===== src/assert_macros.svh =====
// Assertion macros used by the translator top level.
`ifndef ASSERT_MACROS_SVH
`define ASSERT_MACROS_SVH

// Same-cycle implication, disabled during reset.
`define ASSERT_IMPL(label, clock, reset, ante, cons) \
  label: assert property (@(posedge clock) disable iff (reset) (ante) |-> (cons)) \
    else $error("implication check failed");

// Next-cycle implication, disabled during reset.
`define ASSERT_NEXT(label, clock, reset, ante, cons) \
  label: assert property (@(posedge clock) disable iff (reset) (ante) |=> (cons)) \
    else $error("next-cycle check failed");

`endif


===== src/mtx_pkg.sv =====
// Shared types and constants for the MIPS to x86-64 ALU translator.
`timescale 1ns / 1ps

package mtx_pkg;

  localparam int MAX_BYTES = 21;
  localparam int SEQ_W = MAX_BYTES * 8;
  localparam int CNT_W = $clog2(MAX_BYTES + 1);

  localparam logic CFG_HI = 1'b0;
  localparam logic CFG_LO = 1'b1;

  localparam logic [5:0] OP_RTYPE = 6'h00;
  localparam logic [5:0] OP_ADDIU = 6'h09;
  localparam logic [5:0] OP_SLTI = 6'h0A;
  localparam logic [5:0] OP_SLTIU = 6'h0B;
  localparam logic [5:0] OP_ANDI = 6'h0C;
  localparam logic [5:0] OP_ORI = 6'h0D;
  localparam logic [5:0] OP_XORI = 6'h0E;
  localparam logic [5:0] OP_LUI = 6'h0F;

  localparam logic [5:0] FN_SLL = 6'h00;
  localparam logic [5:0] FN_SRL = 6'h02;
  localparam logic [5:0] FN_SRA = 6'h03;
  localparam logic [5:0] FN_SLLV = 6'h04;
  localparam logic [5:0] FN_SRLV = 6'h06;
  localparam logic [5:0] FN_SRAV = 6'h07;
  localparam logic [5:0] FN_MOVZ = 6'h0A;
  localparam logic [5:0] FN_MOVN = 6'h0B;
  localparam logic [5:0] FN_MFHI = 6'h10;
  localparam logic [5:0] FN_MTHI = 6'h11;
  localparam logic [5:0] FN_MFLO = 6'h12;
  localparam logic [5:0] FN_MTLO = 6'h13;
  localparam logic [5:0] FN_ADDU = 6'h21;
  localparam logic [5:0] FN_SUBU = 6'h23;
  localparam logic [5:0] FN_AND = 6'h24;
  localparam logic [5:0] FN_OR = 6'h25;
  localparam logic [5:0] FN_XOR = 6'h26;
  localparam logic [5:0] FN_NOR = 6'h27;
  localparam logic [5:0] FN_SLT = 6'h2A;
  localparam logic [5:0] FN_SLTU = 6'h2B;

  typedef struct packed {
    logic [SEQ_W-1:0] seq;
    logic [CNT_W-1:0] count;
    logic has_bytes;
    logic compiled;
  } gen_t;

endpackage


===== src/mips_to_x86_alu_translator.sv =====
// Top level of the MIPS to x86-64 ALU translator.
`timescale 1ns / 1ps

// Translates one MIPS32 instruction item into x86-64 code, sent one byte per
// cycle on the result ports while result_strobe is high, with last marking the
// final byte. An instruction gives from 1 to 21 bytes; the next item is taken
// while the final byte of the current one goes out, so items follow each other
// with no gap. An accepted item waits in the input register until the shifter
// is ready, and its bytes then pass through the shifter and the result register.
// An instruction that is not translated, or one that emits no code, gives a
// single result with byte_valid low. The receiver cannot stall.
// The displacement registers should be written only while the block is idle.

`include "assert_macros.svh"

module mips_to_x86_alu_translator import mtx_pkg::*; (
  input  logic        clk,
  input  logic        rst,
  input  logic        start,
  output logic        busy,
  input  logic [31:0] instr_word,
  input  logic        cfg_we,
  input  logic        cfg_index,
  input  logic [15:0] cfg_data,
  output logic        result_strobe,
  output logic [7:0]  code_byte,
  output logic        byte_valid,
  output logic        compiled,
  output logic        last
);

  logic in_valid;
  logic in_valid_next;
  logic [31:0] in_word;
  logic [15:0] hi_disp;
  logic [15:0] lo_disp;
  logic emit_ready;
  logic load;
  logic accept;
  gen_t gen;

  assign load = in_valid && emit_ready;
  assign busy = in_valid && !emit_ready;
  assign accept = start && !busy;

  always_comb begin
    in_valid_next = in_valid;
    if (accept) begin
      in_valid_next = 1'b1;
    end else if (load) begin
      in_valid_next = 1'b0;
    end
  end

  always_ff @(posedge clk) begin
    if (rst) begin
      in_valid <= 1'b0;
      hi_disp <= 16'd128;
      lo_disp <= 16'd132;
    end else begin
      in_valid <= in_valid_next;
      if (cfg_we) begin
        case (cfg_index)
          CFG_HI: hi_disp <= cfg_data;
          CFG_LO: lo_disp <= cfg_data;
          default: ;
        endcase
      end
    end
    if (accept) begin
      in_word <= instr_word;
    end
  end

  mtx_gen u_gen (
    .word    (in_word),
    .hi_disp (hi_disp),
    .lo_disp (lo_disp),
    .gen     (gen)
  );

  mtx_emit u_emit (
    .clk           (clk),
    .rst           (rst),
    .load          (load),
    .gen           (gen),
    .ready         (emit_ready),
    .result_strobe (result_strobe),
    .code_byte     (code_byte),
    .byte_valid    (byte_valid),
    .compiled      (compiled),
    .last          (last)
  );

  `ASSERT_NEXT(a_load_gives_result, clk, rst, load, ##1 result_strobe)
  `ASSERT_NEXT(a_busy_holds_item, clk, rst, busy, in_valid)
  `ASSERT_IMPL(a_empty_is_single, clk, rst, result_strobe && !byte_valid, last)
  `ASSERT_IMPL(a_uncompiled_empty, clk, rst, result_strobe && !compiled, !byte_valid)

endmodule


===== src/mtx_gen.sv =====
// Decoder that builds the full x86-64 byte sequence for one MIPS instruction.
`timescale 1ns / 1ps

module mtx_gen import mtx_pkg::*; (
  input  logic [31:0] word,
  input  logic [15:0] hi_disp,
  input  logic [15:0] lo_disp,
  output gen_t        gen
);

  logic [5:0] opc;
  logic [4:0] rs;
  logic [4:0] rt;
  logic [4:0] rd;
  logic [4:0] sh;
  logic [5:0] fn;
  logic [15:0] imm;
  logic [31:0] simm;
  logic [31:0] zimm;
  logic rd_live;
  logic rt_live;
  logic [SEQ_W-1:0] seq;
  logic [CNT_W-1:0] nb;
  logic ok;

  assign opc = word[31:26];
  assign rs = word[25:21];
  assign rt = word[20:16];
  assign rd = word[15:11];
  assign sh = word[10:6];
  assign fn = word[5:0];
  assign imm = word[15:0];
  assign simm = {{16{imm[15]}}, imm};
  assign zimm = {16'h0000, imm};
  assign rd_live = (rd != 5'd0);
  assign rt_live = (rt != 5'd0);

  function automatic logic [31:0] le32(input logic [31:0] v);
    return {v[7:0], v[15:8], v[23:16], v[31:24]};
  endfunction

  function automatic logic [31:0] ld_reg(input logic [1:0] x, input logic [4:0] n);
    return {8'h41, 8'h8B, 2'b01, 1'b0, x, 3'b111, 1'b0, n, 2'b00};
  endfunction

  function automatic logic [31:0] st_reg(input logic [4:0] n);
    return {8'h41, 8'h89, 8'h47, 1'b0, n, 2'b00};
  endfunction

  function automatic logic [31:0] alu_mem(input logic [7:0] op, input logic [4:0] n);
    return {8'h41, op, 8'h47, 1'b0, n, 2'b00};
  endfunction

  function automatic logic [55:0] ld_disp(input logic [15:0] d);
    return {8'h41, 8'h8B, 8'h87, le32({16'h0000, d})};
  endfunction

  function automatic logic [55:0] st_disp(input logic [15:0] d);
    return {8'h41, 8'h89, 8'h87, le32({16'h0000, d})};
  endfunction

  function automatic logic [47:0] flag_eax(input logic [7:0] cc);
    return {8'h0F, cc, 8'hC0, 8'h0F, 8'hB6, 8'hC0};
  endfunction

  // The register store sits at the end of every sequence that has one, so dropping it
  // for register zero only shortens the byte count.
  always_comb begin
    seq = '0;
    nb = '0;
    ok = 1'b1;
    case (opc)
      OP_RTYPE: begin
        case (fn)
          FN_ADDU, FN_SUBU, FN_AND, FN_OR, FN_XOR: begin
            case (fn)
              FN_ADDU: seq[SEQ_W-1 -: 96] = {ld_reg(2'd0, rs), alu_mem(8'h03, rt), st_reg(rd)};
              FN_SUBU: seq[SEQ_W-1 -: 96] = {ld_reg(2'd0, rs), alu_mem(8'h2B, rt), st_reg(rd)};
              FN_AND: seq[SEQ_W-1 -: 96] = {ld_reg(2'd0, rs), alu_mem(8'h23, rt), st_reg(rd)};
              FN_OR: seq[SEQ_W-1 -: 96] = {ld_reg(2'd0, rs), alu_mem(8'h0B, rt), st_reg(rd)};
              default: seq[SEQ_W-1 -: 96] = {ld_reg(2'd0, rs), alu_mem(8'h33, rt), st_reg(rd)};
            endcase
            nb = rd_live ? CNT_W'(12) : CNT_W'(8);
          end
          FN_NOR: begin
            seq[SEQ_W-1 -: 112] = {ld_reg(2'd0, rs), alu_mem(8'h0B, rt), 8'hF7, 8'hD0,
                                   st_reg(rd)};
            nb = rd_live ? CNT_W'(14) : CNT_W'(10);
          end
          FN_SLT, FN_SLTU: begin
            seq[SEQ_W-1 -: 144] = {ld_reg(2'd0, rs), alu_mem(8'h3B, rt),
                                   flag_eax((fn == FN_SLT) ? 8'h9C : 8'h92), st_reg(rd)};
            nb = rd_live ? CNT_W'(18) : CNT_W'(14);
          end
          FN_SLL, FN_SRL, FN_SRA: begin
            seq[SEQ_W-1 -: 88] = {ld_reg(2'd0, rt), 8'hC1,
                                  (fn == FN_SLL) ? 8'hE0 : ((fn == FN_SRL) ? 8'hE8 : 8'hF8),
                                  3'b000, sh, st_reg(rd)};
            nb = rd_live ? CNT_W'(11) : CNT_W'(7);
          end
          FN_SLLV, FN_SRLV, FN_SRAV: begin
            seq[SEQ_W-1 -: 112] = {ld_reg(2'd0, rt), ld_reg(2'd1, rs), 8'hD3,
                                   (fn == FN_SLLV) ? 8'hE0 :
                                   ((fn == FN_SRLV) ? 8'hE8 : 8'hF8),
                                   st_reg(rd)};
            nb = rd_live ? CNT_W'(14) : CNT_W'(10);
          end
          FN_MFHI, FN_MFLO: begin
            seq[SEQ_W-1 -: 88] = {ld_disp((fn == FN_MFHI) ? hi_disp : lo_disp), st_reg(rd)};
            nb = rd_live ? CNT_W'(11) : CNT_W'(7);
          end
          FN_MTHI, FN_MTLO: begin
            seq[SEQ_W-1 -: 88] = {ld_reg(2'd0, rs),
                                  st_disp((fn == FN_MTHI) ? hi_disp : lo_disp)};
            nb = CNT_W'(11);
          end
          FN_MOVZ, FN_MOVN: begin
            seq = {ld_reg(2'd0, rd), ld_reg(2'd2, rs), ld_reg(2'd1, rt), 8'h85, 8'hC9,
                   8'h0F, (fn == FN_MOVZ) ? 8'h44 : 8'h45, 8'hC2, st_reg(rd)};
            nb = rd_live ? CNT_W'(21) : CNT_W'(17);
          end
          default: begin
            ok = 1'b0;
          end
        endcase
      end
      OP_ADDIU, OP_ANDI, OP_ORI, OP_XORI: begin
        case (opc)
          OP_ADDIU: seq[SEQ_W-1 -: 104] = {ld_reg(2'd0, rs), 8'h05, le32(simm), st_reg(rt)};
          OP_ANDI: seq[SEQ_W-1 -: 104] = {ld_reg(2'd0, rs), 8'h25, le32(zimm), st_reg(rt)};
          OP_ORI: seq[SEQ_W-1 -: 104] = {ld_reg(2'd0, rs), 8'h0D, le32(zimm), st_reg(rt)};
          default: seq[SEQ_W-1 -: 104] = {ld_reg(2'd0, rs), 8'h35, le32(zimm), st_reg(rt)};
        endcase
        nb = rt_live ? CNT_W'(13) : CNT_W'(9);
      end
      OP_SLTI, OP_SLTIU: begin
        seq[SEQ_W-1 -: 152] = {ld_reg(2'd0, rs), 8'h3D, le32(simm),
                               flag_eax((opc == OP_SLTI) ? 8'h9C : 8'h92), st_reg(rt)};
        nb = rt_live ? CNT_W'(19) : CNT_W'(15);
      end
      OP_LUI: begin
        if (rt_live) begin
          seq[SEQ_W-1 -: 64] = {8'h41, 8'hC7, 8'h47, 1'b0, rt, 2'b00, le32({imm, 16'h0000})};
          nb = CNT_W'(8);
        end
      end
      default: begin
        ok = 1'b0;
      end
    endcase
  end

  always_comb begin
    gen.seq = seq;
    gen.count = (nb == '0) ? CNT_W'(1) : nb;
    gen.has_bytes = (nb != '0);
    gen.compiled = ok;
  end

endmodule


===== src/mtx_emit.sv =====
// Byte shifter and result register that send one code byte per cycle.
`timescale 1ns / 1ps

module mtx_emit import mtx_pkg::*; (
  input  logic       clk,
  input  logic       rst,
  input  logic       load,
  input  gen_t       gen,
  output logic       ready,
  output logic       result_strobe,
  output logic [7:0] code_byte,
  output logic       byte_valid,
  output logic       compiled,
  output logic       last
);

  logic [SEQ_W-1:0] seq;
  logic [CNT_W-1:0] cnt;
  logic has_bytes;
  logic ok;

  // The buffer can take the next item while its final byte goes out.
  assign ready = (cnt[CNT_W-1:1] == '0);

  always_ff @(posedge clk) begin
    if (rst) begin
      cnt <= '0;
      result_strobe <= 1'b0;
    end else begin
      if (load) begin
        seq <= gen.seq;
        cnt <= gen.count;
        has_bytes <= gen.has_bytes;
        ok <= gen.compiled;
      end else if (cnt != '0) begin
        seq <= {seq[SEQ_W-9:0], 8'h00};
        cnt <= cnt - CNT_W'(1);
      end
      result_strobe <= (cnt != '0);
    end
    code_byte <= seq[SEQ_W-1 -: 8];
    byte_valid <= has_bytes;
    compiled <= ok;
    last <= (cnt == CNT_W'(1));
  end

endmodule

===== config.mk =====
export PLATFORM = sky130hd
export DESIGN_NAME = mips_to_x86_alu_translator
export DESIGN_NICKNAME = d
export VERILOG_FILES = /design/src/mtx_pkg.sv /design/src/mips_to_x86_alu_translator.sv /design/src/mtx_gen.sv /design/src/mtx_emit.sv
export VERILOG_INCLUDE_DIRS = /design/src /design/src/src
export SDC_FILE = /design/constraint.sdc
export NUM_CORES = 1
export LEC_CHECK = 0
export ABC_AREA = 1
export ABC_CLOCK_PERIOD_IN_PS = 5900
export BUFFER_PORTS_ARGS = -buffer_cell sky130_fd_sc_hd__buf_2
export CAP_MARGIN = 25
export CORE_MARGIN = 5
export CORE_UTILIZATION = 50
export CTS_CLUSTER_SIZE = 40
export DETAILED_ROUTE_END_ITERATION = 8
export PLACE_DENSITY = 0.72
export SYNTH_ARGS = -nofsm -noshare
export SYNTH_HDL_FRONTEND = slang
export SYNTH_SLANG_ARGS = --single-unit

===== constraint.sdc =====
create_clock -name clk -period 5.9 [get_ports clk]
set_clock_uncertainty 0.15 [all_clocks]
set_input_delay 1.18 -clock clk [delete_from_list [all_inputs] [get_ports clk]]
set_output_delay 1.18 -clock clk [all_outputs]
set_load 0.01 [all_outputs]

### After elaboration in Yosys (flattened, before gate mapping)

Index checks and enable logic that the tools add are counted.
W data, S select, Z words.

| storage, ports and cells | value |
|---|---|
| flip-flop bits (word level) | 252 |
| latch bits | 0 |
| RAM bits | 0 |
| ROM bits | 0 |
| logic and storage cells | 115 |
| memories kept | 0 |

| operators by class | value |
|---|---|
| $add $sub $neg | 1 |
| multipliers | 0 |
| div/mod/pow operators | 0 |
| magnitude comparators | 0 |
| eq/ne operators | 27 |
| shifts and indexed selects | 0 |
| mux-type cells | 40 |
| bitwise operators | 2 |
| reductions and logical operators | 32 |

Operator list:

| operator | number |
|---|---|
| $pmux W87 S8 | 1 |
| $mux W168 | 2 |
| $pmux W63 S4 | 1 |
| $pmux W54 S4 | 1 |
| $pmux W70 S3 | 1 |
| $pmux W40 S3 | 1 |
| $pmux W48 S2 | 1 |
| $mux W63 | 1 |
| $pmux W31 S2 | 1 |
| $eq A6 B4 Y1 const B | 9 |
| $eq A6 B6 Y1 const B | 8 |
| $mux W16 | 3 |
| $pmux W16 S3 | 1 |
| $mux W5 | 7 |
| $pmux W8 S4 | 1 |
| $pmux W5 S6 | 1 |
| $eq A6 B5 Y1 const B | 4 |
| $mux W24 | 1 |
| $pmux W5 S4 | 1 |
| $reduce_bool A5 Y1 | 4 |
| $reduce_or A20 Y1 | 1 |
| $eq A6 B3 Y1 const B | 3 |
| $mux W4 | 4 |
| $mux W8 | 2 |
| 19 further kinds | 42 |

### Longest topological paths before layout

| depth | value |
|---|---|
| depth after elaboration | 7 |
| depth in mapped cells | 13 |
| depth with buffers taken out | 13 |

### By module

From an unflattened synthesis, not the netlist that was laid out.

| second synthesis, totals | value |
|---|---|
| cells, all modules | 1535 |
| area total of the unflattened synthesis | 12990.0 um2 |

By module, submodules not included:

| module | instances | cells each | area each (um2) |
|---|---|---|---|
| mtx_emit | 1 | 772 | 7766.2 |
| mtx_gen | 1 | 549 | 2915.3 |
| mips_to_x86_alu_translator | 1 | 214 | 2308.5 |

### Worst setup path before layout

OpenSTA, ideal clock, no wires.

| timing path | value |
|---|---|
| path kind | input -> register |
| start point | in rst |
| end point | reg u_emit.seq[100], enable pin |
| library setup time | 0.514 ns |
| arrival time | 4.585 ns |
| slack | 0.652 ns |
| stages | 5 |
| path through | inv_1 -> nand2_1 -> inv_1 -> nor2_1 -> inv_1 |

| between the ends | value |
|---|---|
| longest elaborated chain between the ends | 2 |

Ends and longest elaborated chain:

| item | line | source |
|---|---|---|
| from (decl) | mips_to_x86_alu_translator.sv:18 | `input logic rst,` |
| $not A1 Y1 (no source line) | -- |  |
| $reduce_and A2 Y1 (no source line) | -- |  |
| to (signal assigned) | mtx_emit.sv:31 | `seq <= gen.seq;` |
| to (signal assigned) | mtx_emit.sv:36 | `seq <= {seq[SEQ_W-9:0], 8'h00};` |
| to (decl) | mtx_emit.sv:17 | `logic [SEQ_W-1:0] seq;` |

No other way between the ends.
A chain may end at the register's enable or synchronous reset.

### Worst setup path after layout

| timing path | value |
|---|---|
| start point | reg u_emit.cnt[2] |
| end point | reg u_emit.seq[101], enable pin |

| between the ends | value |
|---|---|
| longest elaborated chain between the ends | 4 |

Ends and longest elaborated chain:

| item | line | source |
|---|---|---|
| from (decl) | mtx_emit.sv:18 | `logic [CNT_W-1:0] cnt;` |
| from (signal assigned) | mtx_emit.sv:32 | `cnt <= gen.count;` |
| from (signal assigned) | mtx_emit.sv:37 | `cnt <= cnt - CNT_W'(1);` |
| $logic_not A4 Y1 | mtx_emit.sv:23 | `assign ready = (cnt[CNT_W-1:1] == '0);` |
| $logic_and A1 B1 Y1 | mips_to_x86_alu_translator.sv:42 | `assign load = in_valid && emit_ready;` |
| $reduce_bool A2 Y1 (no source line) * | -- |  |
| $reduce_and A2 Y1 (no source line) * | -- |  |

Every way passes the cells marked *; elsewhere a longest branch is shown, timed or not.

==> results by group <==
Power and ir drop
  – Internal power: a little over 4000 uW
  – Clock share of power: 25.5%
  – Switching Share: 31.13%
  – Leak Pwr: roughly 0.0055 uW
  – Combinational share of power: 23.4%
  – Switch Pwr: 1829 uW
  – VDD IR max: about 0.32 mV
  – P per Cell Area: between 400 and 500 mW/mm^2
  – Sequential share of power: roughly half

Critical path
  – Max Fanout on Critical Path: 97
  – R2R cell count: 9
  – FF-to-FF End: u_emit.seq[101]
  – Worst R2R Setup Slack: 2.20 ns
  – Critical path data arrival time: around 3.7 ns
  – Crit end category: register
  – R2r startpoint: u_emit.cnt[2]
  – Worst setup SP type: register
  – Worst Setup Path Type: reg -> reg
  – Critical Path RT: 5.94 ns

Timing
  – RSZ-0062 raised after global routing: false
  – Slew margin rel.: between 20% and 30%
  – Minimum clock period: 3.701 ns
  – Final hold viol count: 0
  – Fin Setup TNS: 0 ns
  – Max Clk Rate: about 270 MHz
  – Setup violators final: 0
  – Fin. max-slew vios: 0
  – Worst-Margin Slew: 1.123 ns
  – Final Cycle Share: between 60 and 70%

Place
  – Port bufs: 65
  – Placer congestion estimate: 1.008
  – Hpwl dp: 20,620 um
  – Placement Cell Area: about 0.012 sq mm

Clock tree
  – Skew-Pair Late Insertion Delay: between 0.5 and 0.6 ns
  – Maximum buffer depth of the clock tree: 3
  – CTS tree: done
  – Cts bufs inserted: 26
  – CTS Sinks: 245
  – Post-CTS resize count: 0
  – Setup bufs post-CTS: 0
  – Worst-path clk slew: ~0.060 ns
  – Hold buffer count at CTS: 0
  – H-tree depth: 1
  – Root buf cell: clkbuf_16

Synth
  – Post-Syn Nets: roughly 1.3k
  – Post-synth top flop: edfxtp_1
  – Largest family of logic cells by synthesized area: simple AND/OR/NAND/NOR gates
  – YS warnings: 0
  – Fraction of registers with async set/reset: 0%
  – Multiplexer area fraction after synthesis: 0%
  – Compound-Gate Fraction of Synth Area: between 10% and 20%
  – Post-Syn Instances: 1,219
  – EDFF count, synth: roughly 200
  – Adder-cell share of the synthesized area: less than 1%
  – Synthesized area per cell: about 9.2 sq um
  – Simple-Gate Fraction of Synth Area: between 20 and 25%
  – Unique masters post-synth: 44
  – Register area share after synthesis: 60.86%
  – Post-Syn Area: ~0.011 sq mm
  – #FFs+latches synth: between 200 and 250
  – Xor-xnor portion of the synthesized cell area: 0%

Final layout
  – Synth-to-Final Area Change: 11.94%
  – Layout cells sized above 1: around 12%
  – Number of diodes: 0
  – Post-route design area: 0.01261 sq mm
  – Commonest cells after routing, fill and taps aside: 379 x nand2_1, 195 x edfxtp_1, 113 x o21ai_0
  – Nets@finish: ~1.3k
  – Layout fillers: slightly below 2k
  – Commonest non-fill, non-tap cell in the layout: nand2_1
  – Area occupied by registers: 0.006857 sq mm
  – Multi-input logic area: 0.003786 sq mm

Routing
  – Routed wire per std cell: 19.05 um
  – 1st-iter DRT viols: 1,272
  – Total number of vias: 9,011
  – WL final: around 30,000 um
  – Post-DRT Antenna Nets: 0
  – DRC Markers: 0
  – Vias/cell: around 5.7
  – First-pass DRT Iterations: 6

Hold path
  – Worst hold stages: 0
  – Min-delay src: u_emit.seq[160]
  – Hold Crit Class: reg -> reg
  – Hold path endpoint: u_emit.code_byte[0]

Floorplanning
  – Die ar.: roughly 0.026 sq mm
  – Core Area: 0.02243 sq mm
  – Die width: ~160 um
  – Std cell rows: 55
  – Die H: around 160 um
  – IO Count: 66
  – Initial Util: 50.22%

GRT
  – First-pass GRT wire length: roughly 47,000 um
  – GRT Total Usage: between 20% and 30%
  – Initial antenna violation count: 0
  – Grt total ovfl: 0
  – Largest net degree at the start of global routing: ~120
  – Vias in the first global route: 8,212

Flow run
  – Max cap viols: 0

Run status
  – Outcome: finished, final reports clean
==> cell usage after synthesis (4+ instances only) <==
| library cell | number | area, sq um |
|---|---|---|
| nand2_1 | 379 | 1423 |
| edfxtp_1 | 195 | 5856 |
| o21ai_0 | 113 | 565.5 |
| nor2_1 | 96 | 360.4 |
| inv_1 | 93 | 349.1 |
| a21oi_1 | 69 | 345.3 |
| dfxtp_1 | 50 | 1001 |
| nand3_1 | 46 | 230.2 |
| clkbuf_1 | 28 | 105.1 |
| buf_2 | 16 | 80.08 |
| a22oi_1 | 12 | 90.09 |
| nor3_1 | 12 | 60.06 |
| o211ai_1 | 10 | 75.07 |
| inv_2 | 9 | 33.78 |
| nor2_2 | 9 | 56.30 |
| o21ai_1 | 9 | 45.04 |
| nand4_1 | 8 | 50.05 |
| nand2_2 | 7 | 43.79 |
| o31ai_1 | 6 | 45.04 |
| nor2_4 | 5 | 56.30 |
| clkinv_1 | 4 | 15.01 |
| nand3_2 | 4 | 40.04 |
| or2_2 | 4 | 25.02 |
==> per-layer routing <==
layer  up-vias  global-route usage, %  share of wire, %
met5         -                      0                 0
met4         0                  7.352               3.7
met3       100                  5.135                12
met2       541                  33.97                43
met1      4142                  33.88                41
li1       4228                      -                 -
==> power by group through the flow <==
stage	logic [uW]	clock network, uW	registers, uW
floorplan	972	0	3030
global placement	1320	0	3010
detailed placement	1360	0	3030
CTS	1360	1520	3000
global route	1560	1600	3060
finish	1370	1500	3010
==> final cells by class <==
class	instances	share of cell area [%]
multi-input cells	818	30.02
clock buffers	32	5.586
inverters	107	3.254
flip-flops and latches	245	54.37
well taps	285	2.828
repair buffers	73	3.314
clock inverters	16	0.6251
==> worst max-delay path: stages (launching register included) <==
cell and delay, ns:
dfxtp_1 0.34, nor2_2 0.18, nand3_1 0.13, nor2_2 0.10, buf_4 0.44, inv_4 0.39
nor2_1 0.32, nor2_1 0.17, inv_6 0.61, buf_12 0.41
==> worst max-delay path by stage <==
stage                       start               to  cells after the start
finish              u_emit.cnt[2]  u_emit.seq[101]                      9
global route        u_emit.cnt[2]  u_emit.seq[143]                      9
CTS                 u_emit.cnt[2]   u_emit.seq[84]                      9
detailed placement            rst   u_emit.seq[96]                      7
global placement              rst   u_emit.seq[97]                      7
floorplan                     rst  u_emit.seq[100]                      5
==> stage by stage <==
stage / total power (uW) / utilization, % / hold WS [ns] / cells / setup WS, ns
after detailed placement: 4387 / 52.57 / 0.1769 / 1526 / 1.999
after global routing: 6219 / 56.21 / 0.2004 / 1576 / 1.920
after global placement: 4330 / 52.57 / 0.1737 / 1526 / 2.036
final: 5875 / 56.21 / 0.1894 / 1576 / 2.199
after CTS: 5887 / 56.06 / 0.1909 / 1574 / 2.233
after floorplan: 4004 / - / 0.1733 / 1219 / 0.6517
==> kinds of logic (layout without fill, tap and decap cells) <==
group / after synthesis / after routing
DFF: 245 / 245
buffers and inverters: 156 / 228
adders and majority gates: 3 / 3
and+or+nand+nor: 576 / 576
AOI/OAI and AO/OA: 239 / 239
==> sequential cells by signal, indices dropped and copies added, names as in the netlist <==
signal,count
u_emit.compiled,1
u_emit.code_byte,8
lo_disp,16
in_word,32
u_emit.byte_valid,1
hi_disp,16
u_emit.result_strobe,1
u_emit.seq,161
in_valid,1
u_emit.cnt,5
u_emit.has_bytes,1
u_emit.last,1
u_emit.ok,1
No activity file was read; power rests on OpenSTA's default activity.
